[src/sv/owbm_pkg.sv]
// Shared types and constants for the single-wire bus master.
package owbm_pkg;

  // Input mode codes as they arrive on the input channel.
  localparam logic [1:0] MODE_TICK  = 2'd0;
  localparam logic [1:0] MODE_RESET = 2'd1;
  localparam logic [1:0] MODE_WRITE = 2'd2;
  localparam logic [1:0] MODE_READ  = 2'd3;

  // Configuration register indexes.
  localparam logic [2:0] REG_RESET_LOW     = 3'd0;
  localparam logic [2:0] REG_PRESENCE_WAIT = 3'd1;
  localparam logic [2:0] REG_RESET_RECOVER = 3'd2;
  localparam logic [2:0] REG_WRITE_ONE_LOW = 3'd3;
  localparam logic [2:0] REG_WRITE_SLOT    = 3'd4;
  localparam logic [2:0] REG_READ_LOW      = 3'd5;
  localparam logic [2:0] REG_READ_RECOVER  = 3'd6;

  // Configuration reset values.
  localparam logic [15:0] RESET_LOW_DEFAULT     = 16'd480;
  localparam logic [15:0] PRESENCE_WAIT_DEFAULT = 16'd80;
  localparam logic [15:0] RESET_RECOVER_DEFAULT = 16'd400;
  localparam logic [7:0]  WRITE_ONE_LOW_DEFAULT = 8'd1;
  localparam logic [7:0]  WRITE_SLOT_DEFAULT    = 8'd50;
  localparam logic [7:0]  READ_LOW_DEFAULT      = 8'd2;
  localparam logic [7:0]  READ_RECOVER_DEFAULT  = 8'd60;

  // Command queue between the front and the back.
  localparam int QUEUE_DEPTH = 4;
  localparam int QUEUE_AW    = $clog2(QUEUE_DEPTH);
  localparam int QUEUE_CW    = $clog2(QUEUE_DEPTH + 1);

  typedef enum logic [1:0] {
    OP_TICK,
    OP_RESET,
    OP_WRITE,
    OP_READ
  } op_t;

  typedef struct packed {
    logic [1:0] mode;
    logic [7:0] data_byte;
    logic       bus_level;
  } in_item_t;

  typedef struct packed {
    logic       drive_low;
    logic       busy_res;
    logic       done_res;
    logic       presence;
    logic [7:0] read_byte;
    logic       rejected;
  } out_item_t;

  typedef struct packed {
    op_t        op;
    logic [7:0] data_byte;
    logic       bus_level;
  } queue_entry_t;

  typedef struct packed {
    logic         valid;
    queue_entry_t entry;
  } queue_head_t;

  typedef struct packed {
    logic [15:0] reset_low_ticks;
    logic [15:0] presence_wait_ticks;
    logic [15:0] reset_recover_ticks;
    logic [7:0]  write_one_low_ticks;
    logic [7:0]  write_slot_ticks;
    logic [7:0]  read_low_ticks;
    logic [7:0]  read_recover_ticks;
  } cfg_t;

endpackage

[src/sv/owbm_front.sv]
// Front end: accepts input items, decodes the mode and queues them for the back end.
module owbm_front (
  input  logic                clk,
  input  logic                rst,
  input  logic                in_valid,
  output logic                in_stall,
  input  owbm_pkg::in_item_t  in_item,
  output owbm_pkg::queue_head_t head,
  input  logic                pop
);

  owbm_pkg::queue_entry_t entries [owbm_pkg::QUEUE_DEPTH];
  logic [owbm_pkg::QUEUE_AW-1:0] wr_ptr;
  logic [owbm_pkg::QUEUE_AW-1:0] rd_ptr;
  logic [owbm_pkg::QUEUE_CW-1:0] count;
  owbm_pkg::queue_entry_t        decoded;
  logic                          push;

  // Turn the raw mode field into an operation code.
  always_comb begin
    decoded.data_byte = in_item.data_byte;
    decoded.bus_level = in_item.bus_level;
    unique case (in_item.mode)
      owbm_pkg::MODE_TICK:  decoded.op = owbm_pkg::OP_TICK;
      owbm_pkg::MODE_RESET: decoded.op = owbm_pkg::OP_RESET;
      owbm_pkg::MODE_WRITE: decoded.op = owbm_pkg::OP_WRITE;
      owbm_pkg::MODE_READ:  decoded.op = owbm_pkg::OP_READ;
      default:              decoded.op = owbm_pkg::OP_TICK;
    endcase
  end

  assign in_stall = (count == owbm_pkg::QUEUE_CW'(owbm_pkg::QUEUE_DEPTH));
  assign push     = in_valid && !in_stall;

  assign head.valid = (count != '0);
  assign head.entry = entries[rd_ptr];

  always_ff @(posedge clk) begin
    if (push) begin
      entries[wr_ptr] <= decoded;
    end
  end

  always_ff @(posedge clk) begin
    if (rst) begin
      wr_ptr <= '0;
      rd_ptr <= '0;
      count  <= '0;
    end else begin
      if (push) begin
        wr_ptr <= wr_ptr + 1'b1;
      end
      if (pop) begin
        rd_ptr <= rd_ptr + 1'b1;
      end
      if (push && !pop) begin
        count <= count + 1'b1;
      end else if (pop && !push) begin
        count <= count - 1'b1;
      end
    end
  end

endmodule

[src/sv/owbm_back.sv]
// Back end: slot timing sequencer and the registered result stage.
module owbm_back (
  input  logic                  clk,
  input  logic                  rst,
  input  owbm_pkg::cfg_t        cfg,
  input  owbm_pkg::queue_head_t head,
  output logic                  pop,
  output logic                  out_valid,
  input  logic                  out_stall,
  output owbm_pkg::out_item_t   out_item
);

  typedef enum logic [3:0] {
    PH_IDLE,
    PH_RST_LOW,
    PH_RST_WAIT,
    PH_RST_REC,
    PH_W_LOW,
    PH_W_REL,
    PH_R_LOW,
    PH_R_SAMP,
    PH_R_REC
  } phase_t;

  // Length of a phase in ticks; write slots depend on the bit being sent.
  function automatic logic [15:0] phase_len(phase_t p, owbm_pkg::cfg_t c, logic b);
    logic [15:0] len;
    unique case (p)
      PH_RST_LOW:  len = c.reset_low_ticks;
      PH_RST_WAIT: len = c.presence_wait_ticks;
      PH_RST_REC:  len = c.reset_recover_ticks;
      PH_W_LOW:    len = b ? {8'd0, c.write_one_low_ticks} : {8'd0, c.write_slot_ticks};
      PH_W_REL:    len = b ? {8'd0, c.write_slot_ticks} : 16'd0;
      PH_R_LOW:    len = {8'd0, c.read_low_ticks};
      PH_R_SAMP:   len = 16'd1;
      PH_R_REC:    len = {8'd0, c.read_recover_ticks};
      default:     len = 16'd0;
    endcase
    return len;
  endfunction

  phase_t      phase;
  logic [15:0] tick_count;
  logic [2:0]  bit_index;
  logic [7:0]  shift_byte;
  logic        presence_flag;
  logic [7:0]  read_result;
  logic        chain;
  logic        chain_level;

  phase_t      phase_next;
  logic [15:0] tick_count_next;
  logic [2:0]  bit_index_next;
  logic [7:0]  shift_byte_next;
  logic        presence_flag_next;
  logic [7:0]  read_result_next;
  logic        chain_next;
  logic        level;
  logic        out_room;
  logic        do_end;
  logic        emit;
  logic        done;
  logic        rej;
  logic [15:0] count_inc;

  assign out_room  = !out_valid || !out_stall;
  assign pop       = out_room && !chain && head.valid;
  assign level     = chain ? chain_level : head.entry.bus_level;
  assign count_inc = tick_count + 16'd1;

  always_comb begin
    phase_next         = phase;
    tick_count_next    = tick_count;
    bit_index_next     = bit_index;
    shift_byte_next    = shift_byte;
    presence_flag_next = presence_flag;
    read_result_next   = read_result;
    chain_next         = chain;
    do_end             = 1'b0;
    emit               = 1'b0;
    done               = 1'b0;
    rej                = 1'b0;

    if (chain && out_room) begin
      do_end = 1'b1;
    end else if (pop) begin
      if (head.entry.op == owbm_pkg::OP_TICK) begin
        if (phase != PH_IDLE) begin
          tick_count_next = count_inc;
          if (count_inc >= phase_len(phase, cfg, shift_byte[bit_index])) begin
            do_end = 1'b1;
          end else begin
            emit = 1'b1;
          end
        end else begin
          emit = 1'b1;
        end
      end else if (phase != PH_IDLE) begin
        rej  = 1'b1;
        emit = 1'b1;
      end else begin
        tick_count_next = '0;
        bit_index_next  = '0;
        emit            = 1'b1;
        case (head.entry.op)
          owbm_pkg::OP_RESET: phase_next = PH_RST_LOW;
          owbm_pkg::OP_WRITE: begin
            phase_next      = PH_W_LOW;
            shift_byte_next = head.entry.data_byte;
          end
          default: begin
            phase_next      = PH_R_LOW;
            shift_byte_next = '0;
          end
        endcase
      end
    end

    // Leave the current phase. A following phase of zero length is passed in
    // further cycles of the same item, using the level that item carried.
    if (do_end) begin
      tick_count_next = '0;
      phase_next      = PH_IDLE;
      unique case (phase)
        PH_RST_LOW:  phase_next = PH_RST_WAIT;
        PH_RST_WAIT: begin
          presence_flag_next = !level;
          phase_next         = PH_RST_REC;
        end
        PH_RST_REC:  done = 1'b1;
        PH_W_LOW:    phase_next = PH_W_REL;
        PH_W_REL: begin
          if (bit_index == 3'd7) begin
            done = 1'b1;
          end else begin
            bit_index_next = bit_index + 3'd1;
            phase_next     = PH_W_LOW;
          end
        end
        PH_R_LOW:    phase_next = PH_R_SAMP;
        PH_R_SAMP: begin
          shift_byte_next = {level, shift_byte[7:1]};
          phase_next      = PH_R_REC;
        end
        PH_R_REC: begin
          if (bit_index == 3'd7) begin
            read_result_next = shift_byte;
            done             = 1'b1;
          end else begin
            bit_index_next = bit_index + 3'd1;
            phase_next     = PH_R_LOW;
          end
        end
        default: phase_next = PH_IDLE;
      endcase
      if (done || phase_len(phase_next, cfg, shift_byte_next[bit_index_next]) != 16'd0) begin
        emit       = 1'b1;
        chain_next = 1'b0;
      end else begin
        chain_next = 1'b1;
      end
    end
  end

  always_ff @(posedge clk) begin
    if (rst) begin
      phase         <= PH_IDLE;
      tick_count    <= '0;
      bit_index     <= '0;
      shift_byte    <= '0;
      presence_flag <= 1'b0;
      read_result   <= '0;
      chain         <= 1'b0;
      chain_level   <= 1'b0;
      out_valid     <= 1'b0;
    end else begin
      phase         <= phase_next;
      tick_count    <= tick_count_next;
      bit_index     <= bit_index_next;
      shift_byte    <= shift_byte_next;
      presence_flag <= presence_flag_next;
      read_result   <= read_result_next;
      chain         <= chain_next;
      if (pop) begin
        chain_level <= head.entry.bus_level;
      end
      if (emit) begin
        out_valid <= 1'b1;
      end else if (!out_stall) begin
        out_valid <= 1'b0;
      end
    end
  end

  always_ff @(posedge clk) begin
    if (emit) begin
      out_item.drive_low <= (phase_next == PH_RST_LOW) || (phase_next == PH_W_LOW) ||
                            (phase_next == PH_R_LOW);
      out_item.busy_res  <= (phase_next != PH_IDLE);
      out_item.done_res  <= done;
      out_item.presence  <= presence_flag_next;
      out_item.read_byte <= read_result_next;
      out_item.rejected  <= rej;
    end
  end

  // A pending zero-length phase always belongs to a command in progress.
  a_chain_busy: assert property (@(posedge clk) disable iff (rst)
    chain |-> (phase != PH_IDLE))
    else $error("chained phase step while idle");

  // Every chained step moves to another phase or another bit.
  a_chain_progress: assert property (@(posedge clk) disable iff (rst)
    (chain && out_room) |=> (phase != $past(phase)) || (bit_index != $past(bit_index)))
    else $error("chained phase step made no progress");

  // A rejected command leaves the running command untouched.
  a_reject_busy: assert property (@(posedge clk) disable iff (rst)
    (out_valid && out_item.rejected) |-> out_item.busy_res)
    else $error("rejected command reported while idle");

  // Completion returns the sequencer to idle with the line released.
  a_done_idle: assert property (@(posedge clk) disable iff (rst)
    (out_valid && out_item.done_res) |-> (!out_item.busy_res && !out_item.drive_low))
    else $error("completion reported while still busy");

endmodule

[src/sv/one_wire_bus_master_core.sv]
// Top level of the single-wire bus master: configuration registers, front end and back end.
//
//  Channel   Signals                          Direction  Carries
//  input     in_valid, in_stall, in_item      in         tick or command item
//  result    out_valid, out_stall, out_item   out        one result item per input item
//  config    cfg_write_en, cfg_index, cfg_data in        timing register writes
//
// An item that ends at most one phase frees the back end at once, so the block sustains
// one item per cycle unless out_stall holds the result. A tick that ends a phase and runs
// into zero-length phases holds the back end while it passes them (with all slot lengths
// at zero, one tick runs every phase of a whole byte write); the four-entry command queue
// keeps taking items meanwhile until full. Results pass through one output register,
// so an item can be accepted while the previous result still waits under out_stall.
// Reset is synchronous: it empties the queue and the output register, returns the
// sequencer to idle and loads the timing registers with their default values.
module one_wire_bus_master_core (
  input  logic                clk,
  input  logic                rst,
  input  logic                in_valid,
  output logic                in_stall,
  input  owbm_pkg::in_item_t  in_item,
  output logic                out_valid,
  input  logic                out_stall,
  output owbm_pkg::out_item_t out_item,
  input  logic                cfg_write_en,
  input  logic [2:0]          cfg_index,
  input  logic [15:0]         cfg_data
);

  owbm_pkg::cfg_t        cfg;
  owbm_pkg::queue_head_t head;
  logic                  pop;

  // Timing registers. Writes to an index beyond the list are dropped, and the
  // eight-bit registers keep the low byte of the write data.
  always_ff @(posedge clk) begin
    if (rst) begin
      cfg.reset_low_ticks     <= owbm_pkg::RESET_LOW_DEFAULT;
      cfg.presence_wait_ticks <= owbm_pkg::PRESENCE_WAIT_DEFAULT;
      cfg.reset_recover_ticks <= owbm_pkg::RESET_RECOVER_DEFAULT;
      cfg.write_one_low_ticks <= owbm_pkg::WRITE_ONE_LOW_DEFAULT;
      cfg.write_slot_ticks    <= owbm_pkg::WRITE_SLOT_DEFAULT;
      cfg.read_low_ticks      <= owbm_pkg::READ_LOW_DEFAULT;
      cfg.read_recover_ticks  <= owbm_pkg::READ_RECOVER_DEFAULT;
    end else if (cfg_write_en) begin
      unique case (cfg_index)
        owbm_pkg::REG_RESET_LOW:     cfg.reset_low_ticks     <= cfg_data;
        owbm_pkg::REG_PRESENCE_WAIT: cfg.presence_wait_ticks <= cfg_data;
        owbm_pkg::REG_RESET_RECOVER: cfg.reset_recover_ticks <= cfg_data;
        owbm_pkg::REG_WRITE_ONE_LOW: cfg.write_one_low_ticks <= cfg_data[7:0];
        owbm_pkg::REG_WRITE_SLOT:    cfg.write_slot_ticks    <= cfg_data[7:0];
        owbm_pkg::REG_READ_LOW:      cfg.read_low_ticks      <= cfg_data[7:0];
        owbm_pkg::REG_READ_RECOVER:  cfg.read_recover_ticks  <= cfg_data[7:0];
        default: ;
      endcase
    end
  end

  // The front end takes items and queues them in arrival order.
  owbm_front u_front (
    .clk      (clk),
    .rst      (rst),
    .in_valid (in_valid),
    .in_stall (in_stall),
    .in_item  (in_item),
    .head     (head),
    .pop      (pop)
  );

  // The back end runs the slot timing and holds the result register.
  owbm_back u_back (
    .clk       (clk),
    .rst       (rst),
    .cfg       (cfg),
    .head      (head),
    .pop       (pop),
    .out_valid (out_valid),
    .out_stall (out_stall),
    .out_item  (out_item)
  );

endmodule
[config.mk]
export PLATFORM = sky130hd
export DESIGN_NAME = one_wire_bus_master_core
export DESIGN_NICKNAME = d
export VERILOG_FILES = /design/src/sv/owbm_pkg.sv /design/src/sv/owbm_front.sv /design/src/sv/owbm_back.sv /design/src/sv/one_wire_bus_master_core.sv
export SDC_FILE = /design/constraint.sdc
export NUM_CORES = 1
export LEC_CHECK = 0
export BUFFER_PORTS_ARGS = -buffer_cell sky130_fd_sc_hd__buf_2
export CORE_AREA = 2 2 140 142
export DETAILED_ROUTE_END_ITERATION = 8
export DIE_AREA = 0 0 142 144
export PLACE_DENSITY = 0.74
export SYNTH_ARGS = -nofsm -noshare
export SYNTH_HDL_FRONTEND = slang
export SYNTH_SLANG_ARGS = --single-unit
export TNS_END_PERCENT = 5
[constraint.sdc]
create_clock -name clk -period 8.29 [get_ports clk]
set_input_delay 1.2435 -clock clk [delete_from_list [all_inputs] [get_ports clk]]
set_output_delay 1.2435 -clock clk [all_outputs]
set_load 0.05 [all_outputs]
==> results_dict.tcl, run 1 <==
set metrics [dict create \
    switching_share 0.4169 \
    end_kind "flop" \
    seqPwrFrac 0.369 \
    startpoint_type "flop" \
    yosys.area.top_type "dfxtp_1" \
    cts-resized-gates 0 \
    setup_viol 0 \
    p_int_uw 1835 \
    required_ps 8650 \
    top_layer "met4" \
    drtIter0Drc 699 \
    rows 51 \
    rsz0062_at_grt "false" \
    critPathMostFrequentCell "a21o_1" \
    fillCellCount 1699 \
    n_antenna_cell 0 \
    route.met3.wl_um 1670 \
    seq_area_frac_synth 0.4688 \
    gp_congestion 0.9508 \
    antenna_left 0 \
    antenna_found_initial 0 \
    syn_inst 1023 \
    cp_max_fo 17 \
    routedLengthMet1_um 10610 \
    ios 50 \
    via_per_inst 5.981 \
    clkPwrFrac 0.269 \
    hold_viol_final 0 \
    synth_top_cell_area_share 0.2845 \
    tns_ps 0 \
    net-switching-power_uw 1312 \
    synth.net_count 1087 \
    critPathArrivalTime_ps 5590 \
    place_area_um2 9667 \
    path_cells "mux4_2, mux2i_1, xnor2_1, nor3_1, a221o_1, ha_1, nand2b_1, a21o_1, a21o_1, a21o_1, a21oi_1, o21ai_0, a21boi_1, o21ai_0, a21oi_1" \
    p_per_area_nw_per_um2 306.0 \
    fin_skew_ps 11.19 \
    max_stage_delay_ps 980 \
    synth-edff-count 57 \
    ctsHoldBuffers 0 \
    outcome "completed" \
    cts_tree "built" \
    fmax_mhz 191.4 \
    worst_ir_drop_vdd_mv 0.1845 \
    route.detailed.drc 0 \
    clk_latency_ps 450 \
    critPathSlowestCell "a21boi_1" \
    grt_usage 0.2305 \
    drive_gt1_frac 0.1116 \
    htreeDepth 4 \
    synth_cell_types 72 \
    path_delay_family "compound AO/OA/AOI/OAI gates" \
    synth_area_leaders "dfxtp_1 28%, edfxtp_1 18%, nand2_1 8.5%" \
    grt_pass1_wl_um 37230 \
    first_pass_iters 5 \
    finalCriticalPeriod_ps 5224 \
    overflow 0 \
    grt_pass1_vias 6928 \
    core-area_um2 19080 \
    ff_latch_area_um2 4354 \
    cp_num_buf_inv 0 \
    area_growth_pct 10.75 \
    wire_per_inst_um 18.00 \
    p_comb_frac 0.362 \
    clock-sinks 189 \
    wl_um 23310 \
    synth_area_um2 9288 \
    numCtsBuffers 17 \
    path_clk_slew_ps 80 \
    syn_area_per_cell_um2 9.079 \
    grt_max_degree 95 \
    synth_ff_type "dfxtp_1" \
    clock_path_buffers 2 \
    start_util 0.4868 \
    portBuffers 49 \
    dieArea_um2 20450 \
    slew_violations 0 \
    root_buffer "clkbuf_16" \
    critPathKind "flop to flop" \
    async_flop_share 0 \
    die_h_um 144 \
    vias 7746 \
    timing.final.crit_share 0.6302 \
    ys_seq_elements 189 \
    design_area_um2 10290 \
    p_leak_uw 0.003839 \
    synth-warning-count 0 \
    multiInputGateArea_um2 4657 \
    max_slew_margin 0.2135 \
    p_total_uw 3147 \
    cap_violations 0 \
    post-cts-setup-buffer-count 0 \
    wl_met2_um 10480 \
    hold_path_class "flop to flop" \
    hpwlAfterDp_um 16440 \
    die_x_um 142 \
    tightestPinTransition_ps 1177 \
    layout.nets 1108 \
]
## final timing paths
path / slack (ps) / cells after the start / endpoint / startpoint
worst max-delay path: 3070 / 15 / u_back.read_result[1] / u_back.bit_index[0]
worst min register to register: 460 / 2 / cfg[73] / cfg[73]
worst max register to register: 3070 / 15 / u_back.read_result[1] / u_back.bit_index[0]
worst min-delay path: 460 / 2 / cfg[73] / cfg[73]
## power by group through the flow
stage | sequential (uW) | clock [uW] | combinational (uW)
6_report | 1160 | 848 | 1140
3_5_place_dp | 1180 | 0 | 1120
3_3_place_gp | 1180 | 0 | 1120
5_1_grt | 1180 | 896 | 1230
2_1_floorplan | 1260 | 0 | 766
4_1_cts | 1160 | 858 | 1130
## area by class of cell
cell class / instances / area share
clock buffers: 17 / 0.04136
clock inverters: 15 / 0.01885
inverters: 16 / 0.005839
multi-input cells: 764 / 0.4527
flip-flops and latches: 189 / 0.4233
well taps: 238 / 0.02895
repair buffers: 56 / 0.02895
## sequential cells by signal (all words and copies together) (netlist names), 3 cells and up, named ones only
| signal | count |
|---|---|
| u_front.count | 3 |
| u_back.tick_count | 16 |
| u_back.bit_index | 3 |
| u_back.shift_byte | 8 |
| cfg | 80 |
| u_back.read_result | 8 |
| u_back.phase | 4 |
| u_front.entries | 44 |
| u_back.out_item | 13 |
## cells in the mapped netlist, drive strengths merged (3+ instances only)
cell type	instances
dfxtp	132
inv	15
nand4	8
edfxtp	57
mux2i	31
ha	28
nand3	43
a221oi	6
a211oi	7
a22oi	24
and3	16
xnor2	8
nand2b	8
a32oi	4
nand3b	4
mux2	5
clkbuf	45
o211ai	5
and2	15
nor2b	8
nor4	19
buf	9
nor2	68
nor3	25
mux4	13
or3	5
o31ai	5
o22ai	9
o21ai	31
a21o	8
nand2	211
xor2	12
a21oi	99
a31oi	5
a21boi	3
nor3b	3
a221o	5
## per-stage QoR
stage / instances / utilization / setup slack [ps] / hold slack [ps]
after floorplan: 1023 / - / 3615 / 436.0
after global placement: 1263 / 0.5067 / 3269 / 442.6
after detailed placement: 1263 / 0.5067 / 3146 / 448.4
after CTS: 1295 / 0.5391 / 3116 / 460.3
after global routing: 1295 / 0.5391 / 2637 / 483.7
final: 1295 / 0.5391 / 3066 / 459.3
## worst register-to-register path, stage by stage (launching register included)
cell	delay [ps]
dfxtp_1	540
mux4_2	550
mux2i_1	300
xnor2_1	100
nor3_1	670
a221o_1	280
ha_1	220
nand2b_1	140
a21o_1	170
a21o_1	180
a21o_1	170
a21oi_1	130
o21ai_0	190
a21boi_1	980
o21ai_0	310
a21oi_1	210
## per-layer routing
metal | track usage | vias to the layer above
li1 | - | 3736
met3 | 0.03742 | 39
met2 | 0.3483 | 308
met1 | 0.3357 | 3663
met5 | 0 | -
met4 | 0.08105 | 0
## layout by cell type, fill, tap and decap left out, drive strengths merged, types with 6 or more instances in the layout
cell and count:
a211oi 7, a21o 8, a21oi 99, a221oi 6, a22oi 24, and2 15, and3 16, buf 56
clkbuf 17, dfxtp 132, edfxtp 57, ha 28, inv 26, mux2i 31, mux4 13, nand2 211
nand2b 8, nand3 43, nand4 8, nor2 68, nor2b 8, nor3 25, nor4 19, o21ai 31
o22ai 9, xnor2 8, xor2 12
## kinds of logic (layout without fill, tap and decap cells)
logic type | count (synthesis) | after routing | share of synthesized area
multiplexers | 49 | 49 | 0.07140
flip-flops | 189 | 189 | 0.4688
buffers and inverters | 70 | 104 | 0.03031
adder cells (fa/ha/maj) | 29 | 29 | 0.03988
AO/OA/AOI/OAI | 226 | 226 | 0.1522
AND/OR/NAND/NOR | 440 | 440 | 0.2185
XOR/XNOR | 20 | 20 | 0.01886
Note: power is estimated with default switching activity, not from simulation.
==> inputs of run 2 (changes only) <==
clock period = 5.27 ns   (was 8.29 ns; I/O delays follow)
==> results_dict.tcl, run 2 (synthesis results as in run 1) <==
set metrics [dict create \
    outcome "completed" \
    vias 7807 \
    max_slew_margin 0.2155 \
    clk_latency_ps 440 \
    start_util 0.4868 \
    drtIter0Drc 742 \
    critPathMostFrequentCell "a21o_1" \
    first_pass_iters 6 \
    dieArea_um2 20450 \
    fin_skew_ps 11.61 \
    fin_hold_ws_ps 458.2 \
    timing.final.crit_share 0.8922 \
    tightestPinTransition_ps 1172 \
    wire_per_inst_um 18.07 \
    hold_path_class "flop to flop" \
    fillCellCount 1712 \
    finalCriticalPeriod_ps 4702 \
    ctsHoldBuffers 0 \
    p_int_uw 2910 \
    route.detailed.drc 0 \
    ff_latch_area_um2 4354 \
    place_area_um2 9727 \
    antenna_left 0 \
    p_comb_frac 0.381 \
    via_per_inst 5.992 \
    p_leak_uw 0.003866 \
    r2r_start "u_back.bit_index[0]" \
    worstHoldEndpoint "cfg[78]" \
    critPathArrivalTime_ps 4920 \
    clock_path_buffers 2 \
    numCtsBuffers 17 \
    rows 51 \
    path_delay_family "compound AO/OA/AOI/OAI gates" \
    clock-sinks 189 \
    grt_pass1_wl_um 37580 \
    layout_commonest_cell "nand2_1" \
    core-area_um2 19080 \
    startpoint_type "flop" \
    antenna_found_initial 0 \
    tns_ps 0 \
    mostFrequentLayoutCells "210 x nand2_1, 132 x dfxtp_1, 99 x a21oi_1" \
    slew_violations 0 \
    ios 50 \
    drive_gt1_frac 0.1183 \
    n_antenna_cell 0 \
    layout.nets 1116 \
    r2r-end "u_back.out_item[12]" \
    die_h_um 144 \
    htreeDepth 4 \
    r2r_slack_ps 570 \
    die_x_um 142 \
    rr_worst_depth 16 \
    root_buffer "clkbuf_16" \
    largestRegisters "cfg: 80 flops, u_front.entries: 44 flops, u_back.tick_count: 16 flops" \
    cts-resized-gates 0 \
    hpwlAfterDp_um 16620 \
    rsz0062_at_grt "false" \
    cp_num_buf_inv 1 \
    max_stage_delay_ps 540 \
    cp_max_fo 9 \
    required_ps 5490 \
    critPathKind "flop to flop" \
    clkPwrFrac 0.257 \
    area_growth_pct 11.07 \
    grt_usage 0.2334 \
    p_per_area_nw_per_um2 481.1 \
    critPathSlowestCell "mux4_2" \
    overflow 0 \
    holdCritStartpoint "cfg[78]" \
    seqPwrFrac 0.361 \
    grt_pass1_vias 7065 \
    worst_ir_drop_vdd_mv 0.2694 \
    hold_depth 2 \
    cts_tree "built" \
    gp_congestion 0.9031 \
    cap_violations 0 \
    fmax_mhz 212.7 \
    setup_viol 0 \
    largest_reg_flops 80 \
    post-cts-setup-buffer-count 0 \
    hold_viol_final 0 \
    end_kind "flop" \
    path_cells "mux4_2, mux2i_1, xnor2_1, nor3_1, buf_4, a221o_1, ha_1, nand2b_1, a21o_1, a21o_1, a21o_1, a21oi_1, o21ai_0, a21oi_1, o21ai_0, o41ai_1" \
    grt_max_degree 59 \
    top_register "cfg" \
    multiInputGateArea_um2 4657 \
    switching_share 0.4138 \
    net-switching-power_uw 2054 \
    design_area_um2 10320 \
    portBuffers 49 \
    wl_um 23550 \
    path_clk_slew_ps 80 \
]
==> run 2: power by group through the flow <==
stage               registers [uW]  logic, uW  clock network, uW
detailed placement            1830       1850                  0
finish                        1790       1890               1280
floorplan                     1980       1210                  0
global route                  1820       2030               1370
global placement              1830       1830                  0
CTS                           1800       1860               1300
==> run 2: how the worst max path moves through the flow <==
stage / startpoint / cells after the start / slack [ps] / to
5_1_grt: u_back.phase[2] / 14 / 240 / u_back.out_item[12]
3_3_place_gp: u_back.bit_index[0] / 16 / 850 / u_back.out_item[12]
3_5_place_dp: u_back.bit_index[0] / 16 / 740 / u_back.out_item[12]
6_report: u_back.bit_index[0] / 16 / 570 / u_back.out_item[12]
2_1_floorplan: u_back.bit_index[0] / 16 / 600 / u_back.out_item[0]
4_1_cts: u_back.bit_index[0] / 16 / 660 / u_back.out_item[12]
==> run 2: layout make-up <==
cell class              instances  area share
inverters                      16    0.005822
repair buffers                 64     0.03469
clock inverters                15     0.01589
flip-flops and latches        189      0.4221
clock buffers                  17     0.04124
multi-input cells             764      0.4514
well taps                     238     0.02887
==> run 2: layer usage <==
| layer | GRT usage | routed length, um |
|---|---|---|
| met5 | 0 | 0 |
| met1 | 0.3369 | 10670 |
| met3 | 0.04967 | 1705 |
| met4 | 0.06789 | 414 |
| met2 | 0.3544 | 10750 |
==> run 2: worst register-to-register path: stages, from the launching register on <==
cell and delay (ps):
dfxtp_1 520, mux4_2 540, mux2i_1 320, xnor2_1 170, nor3_1 60, buf_4 170, a221o_1 300, ha_1 280
nand2b_1 140, a21o_1 170, a21o_1 170, a21o_1 170, a21oi_1 130, o21ai_0 180, a21oi_1 340, o21ai_0 340
o41ai_1 480
==> run 2: per-stage QoR <==
step / setup WS, ps / total power, uW / cells / utilization
detailed placement: 738.2 / 3682 / 1271 / 0.5098
CTS: 657.0 / 4958 / 1303 / 0.5407
global placement: 848.0 / 3661 / 1271 / 0.5098
global route: 236.3 / 5209 / 1303 / 0.5407
finish: 567.9 / 4964 / 1303 / 0.5407
floorplan: 595.5 / 3187 / 1023 / -
==> inputs of run 3 (changes only) <==
PLACE_DENSITY = 0.66   (was 0.74)
==> results_dict.tcl, run 3 (synthesis results as in run 1) <==
set metrics [dict create \
    fin_skew_ps 8.679 \
    rows 51 \
    fin_util 0.5436 \
    grt_pass1_wl_um 38430 \
    antenna_found_initial 0 \
    grt_max_degree 95 \
    largest_reg_flops 80 \
    holdCritStartpoint "cfg[78]" \
    ios 50 \
    rsz0062_at_grt "false" \
    clock_path_buffers 2 \
    startpoint_type "flop" \
    hold_depth 2 \
    wl_um 24100 \
    overflow 0 \
    required_ps 5510 \
    outcome "completed" \
    clk_latency_ps 440 \
    core-area_um2 19080 \
    worst_ir_drop_vdd_mv 0.2526 \
    wire_per_inst_um 18.49 \
    hold_viol_final 0 \
    r2r-end "u_back.out_item[12]" \
    ctsHoldBuffers 0 \
    tns_ps 0 \
    htreeDepth 4 \
    p_per_area_nw_per_um2 484.9 \
    p_leak_uw 0.003885 \
    rr_worst_depth 16 \
    first_pass_iters 5 \
    layout.nets 1116 \
    hpwlAfterDp_um 16760 \
    tightestPinTransition_ps 1185 \
    timing.final.crit_share 0.8834 \
    route.detailed.drc 0 \
    grt_usage 0.2404 \
    vias 7721 \
    worstHoldEndpoint "cfg[78]" \
    r2r_start "u_back.bit_index[0]" \
    antenna_left 0 \
    n_antenna_cell 0 \
    critPathArrivalTime_ps 4900 \
    layout_commonest_cell "nand2_1" \
    r2r_slack_ps 610 \
    drtIter0Drc 597 \
    critPathKind "flop to flop" \
    stdcell_count 1303 \
    die_h_um 144 \
    start_util 0.4868 \
    setup_viol 0 \
    finalCriticalPeriod_ps 4655 \
    max_slew_margin 0.2060 \
    fin_ws_ps 614.5 \
    portBuffers 49 \
    dp_cells 1271 \
    dieArea_um2 20450 \
    cp_max_fo 9 \
    hold_path_class "flop to flop" \
    root_buffer "clkbuf_16" \
    post-cts-setup-buffer-count 0 \
    largestRegisters "cfg: 80 flops, u_front.entries: 44 flops, u_back.tick_count: 16 flops" \
    clock-sinks 189 \
    area_growth_pct 11.68 \
    die_x_um 142 \
    numCtsBuffers 17 \
    slew_violations 0 \
    gp_congestion 0.8995 \
    grt_pass1_vias 7131 \
    path_clk_slew_ps 80 \
    place_ws_ps 705.1 \
    via_per_inst 5.926 \
    top_register "cfg" \
    drive_gt1_frac 0.1192 \
    cap_violations 0 \
    mostFrequentLayoutCells "210 x nand2_1, 132 x dfxtp_1, 99 x a21oi_1" \
    fmax_mhz 214.8 \
    end_kind "flop" \
    cts_tree "built" \
    cts-resized-gates 0 \
]
-- run 3: changes by cell type in the layout (fill, tap and decap cells not counted), sizes merged --
cell	delta
inv	-3
clkinv	+3
-- run 3: worst max-delay path, stage by stage (launching register included) --
cell and delay [ps]:
dfxtp_1 530, mux4_2 540, mux2i_1 350, xnor2_1 170, nor3_1 60, buf_4 170
a221o_1 300, ha_1 290, nand2b_1 140, a21o_1 180, a21o_1 170, a21o_1 180
a21oi_1 130, o21ai_0 180, a21oi_1 350, o21ai_0 290, o41ai_1 420
-- run 3: cell type report --
cell class	instances	area (um2)
flip-flops and latches	189	4354
multi-input cells	764	4662
repair buffers	64	357.8
well taps	238	297.8
fillers	1717	8707
inverters	16	60.06
clock buffers	17	425.4
clock inverters	15	215.2
-- run 3: worst max path at each step --
| stage | start | end | cells after the start |
|---|---|---|---|
| final | u_back.bit_index[0] | u_back.out_item[12] | 16 |
| after global routing | u_back.bit_index[0] | u_back.out_item[12] | 16 |
| after CTS | u_back.bit_index[0] | u_back.out_item[12] | 16 |
| after detailed placement | u_back.bit_index[0] | u_back.out_item[12] | 16 |
| after floorplan | u_back.bit_index[0] | u_back.out_item[0] | 16 |
| after global placement | u_back.bit_index[0] | u_back.out_item[11] | 16 |
-- run 3: report_power, final --
part	internal (uW)	leakage, uW	total, uW	switching [uW]
registers	1680	0.00160	1800	120
logic	580	0.00198	1880	1300
clock network	664	0.000308	1350	686
-- run 3: stage by stage --
| stage | hold WS, ps | area (um2) | power, uW |
|---|---|---|---|
| after detailed placement | 446.7 | 9732 | 3696 |
| final | 457.3 | 10370 | 5030 |
| after floorplan | 436.0 | 9288 | 3187 |
| after CTS | 458.0 | 10370 | 5043 |
| after global routing | 481.4 | 10370 | 5284 |
| after global placement | 444.0 | 9732 | 3688 |
-- run 3: metal layers --
metal  wire length [um]  global-route usage  vias up
met3               1236             0.04669       27
li1                   -                   -     3750
met1              11440              0.3466     3746
met2              11020              0.3692      198
met4                398             0.06947        0
met5                  0                   0        -
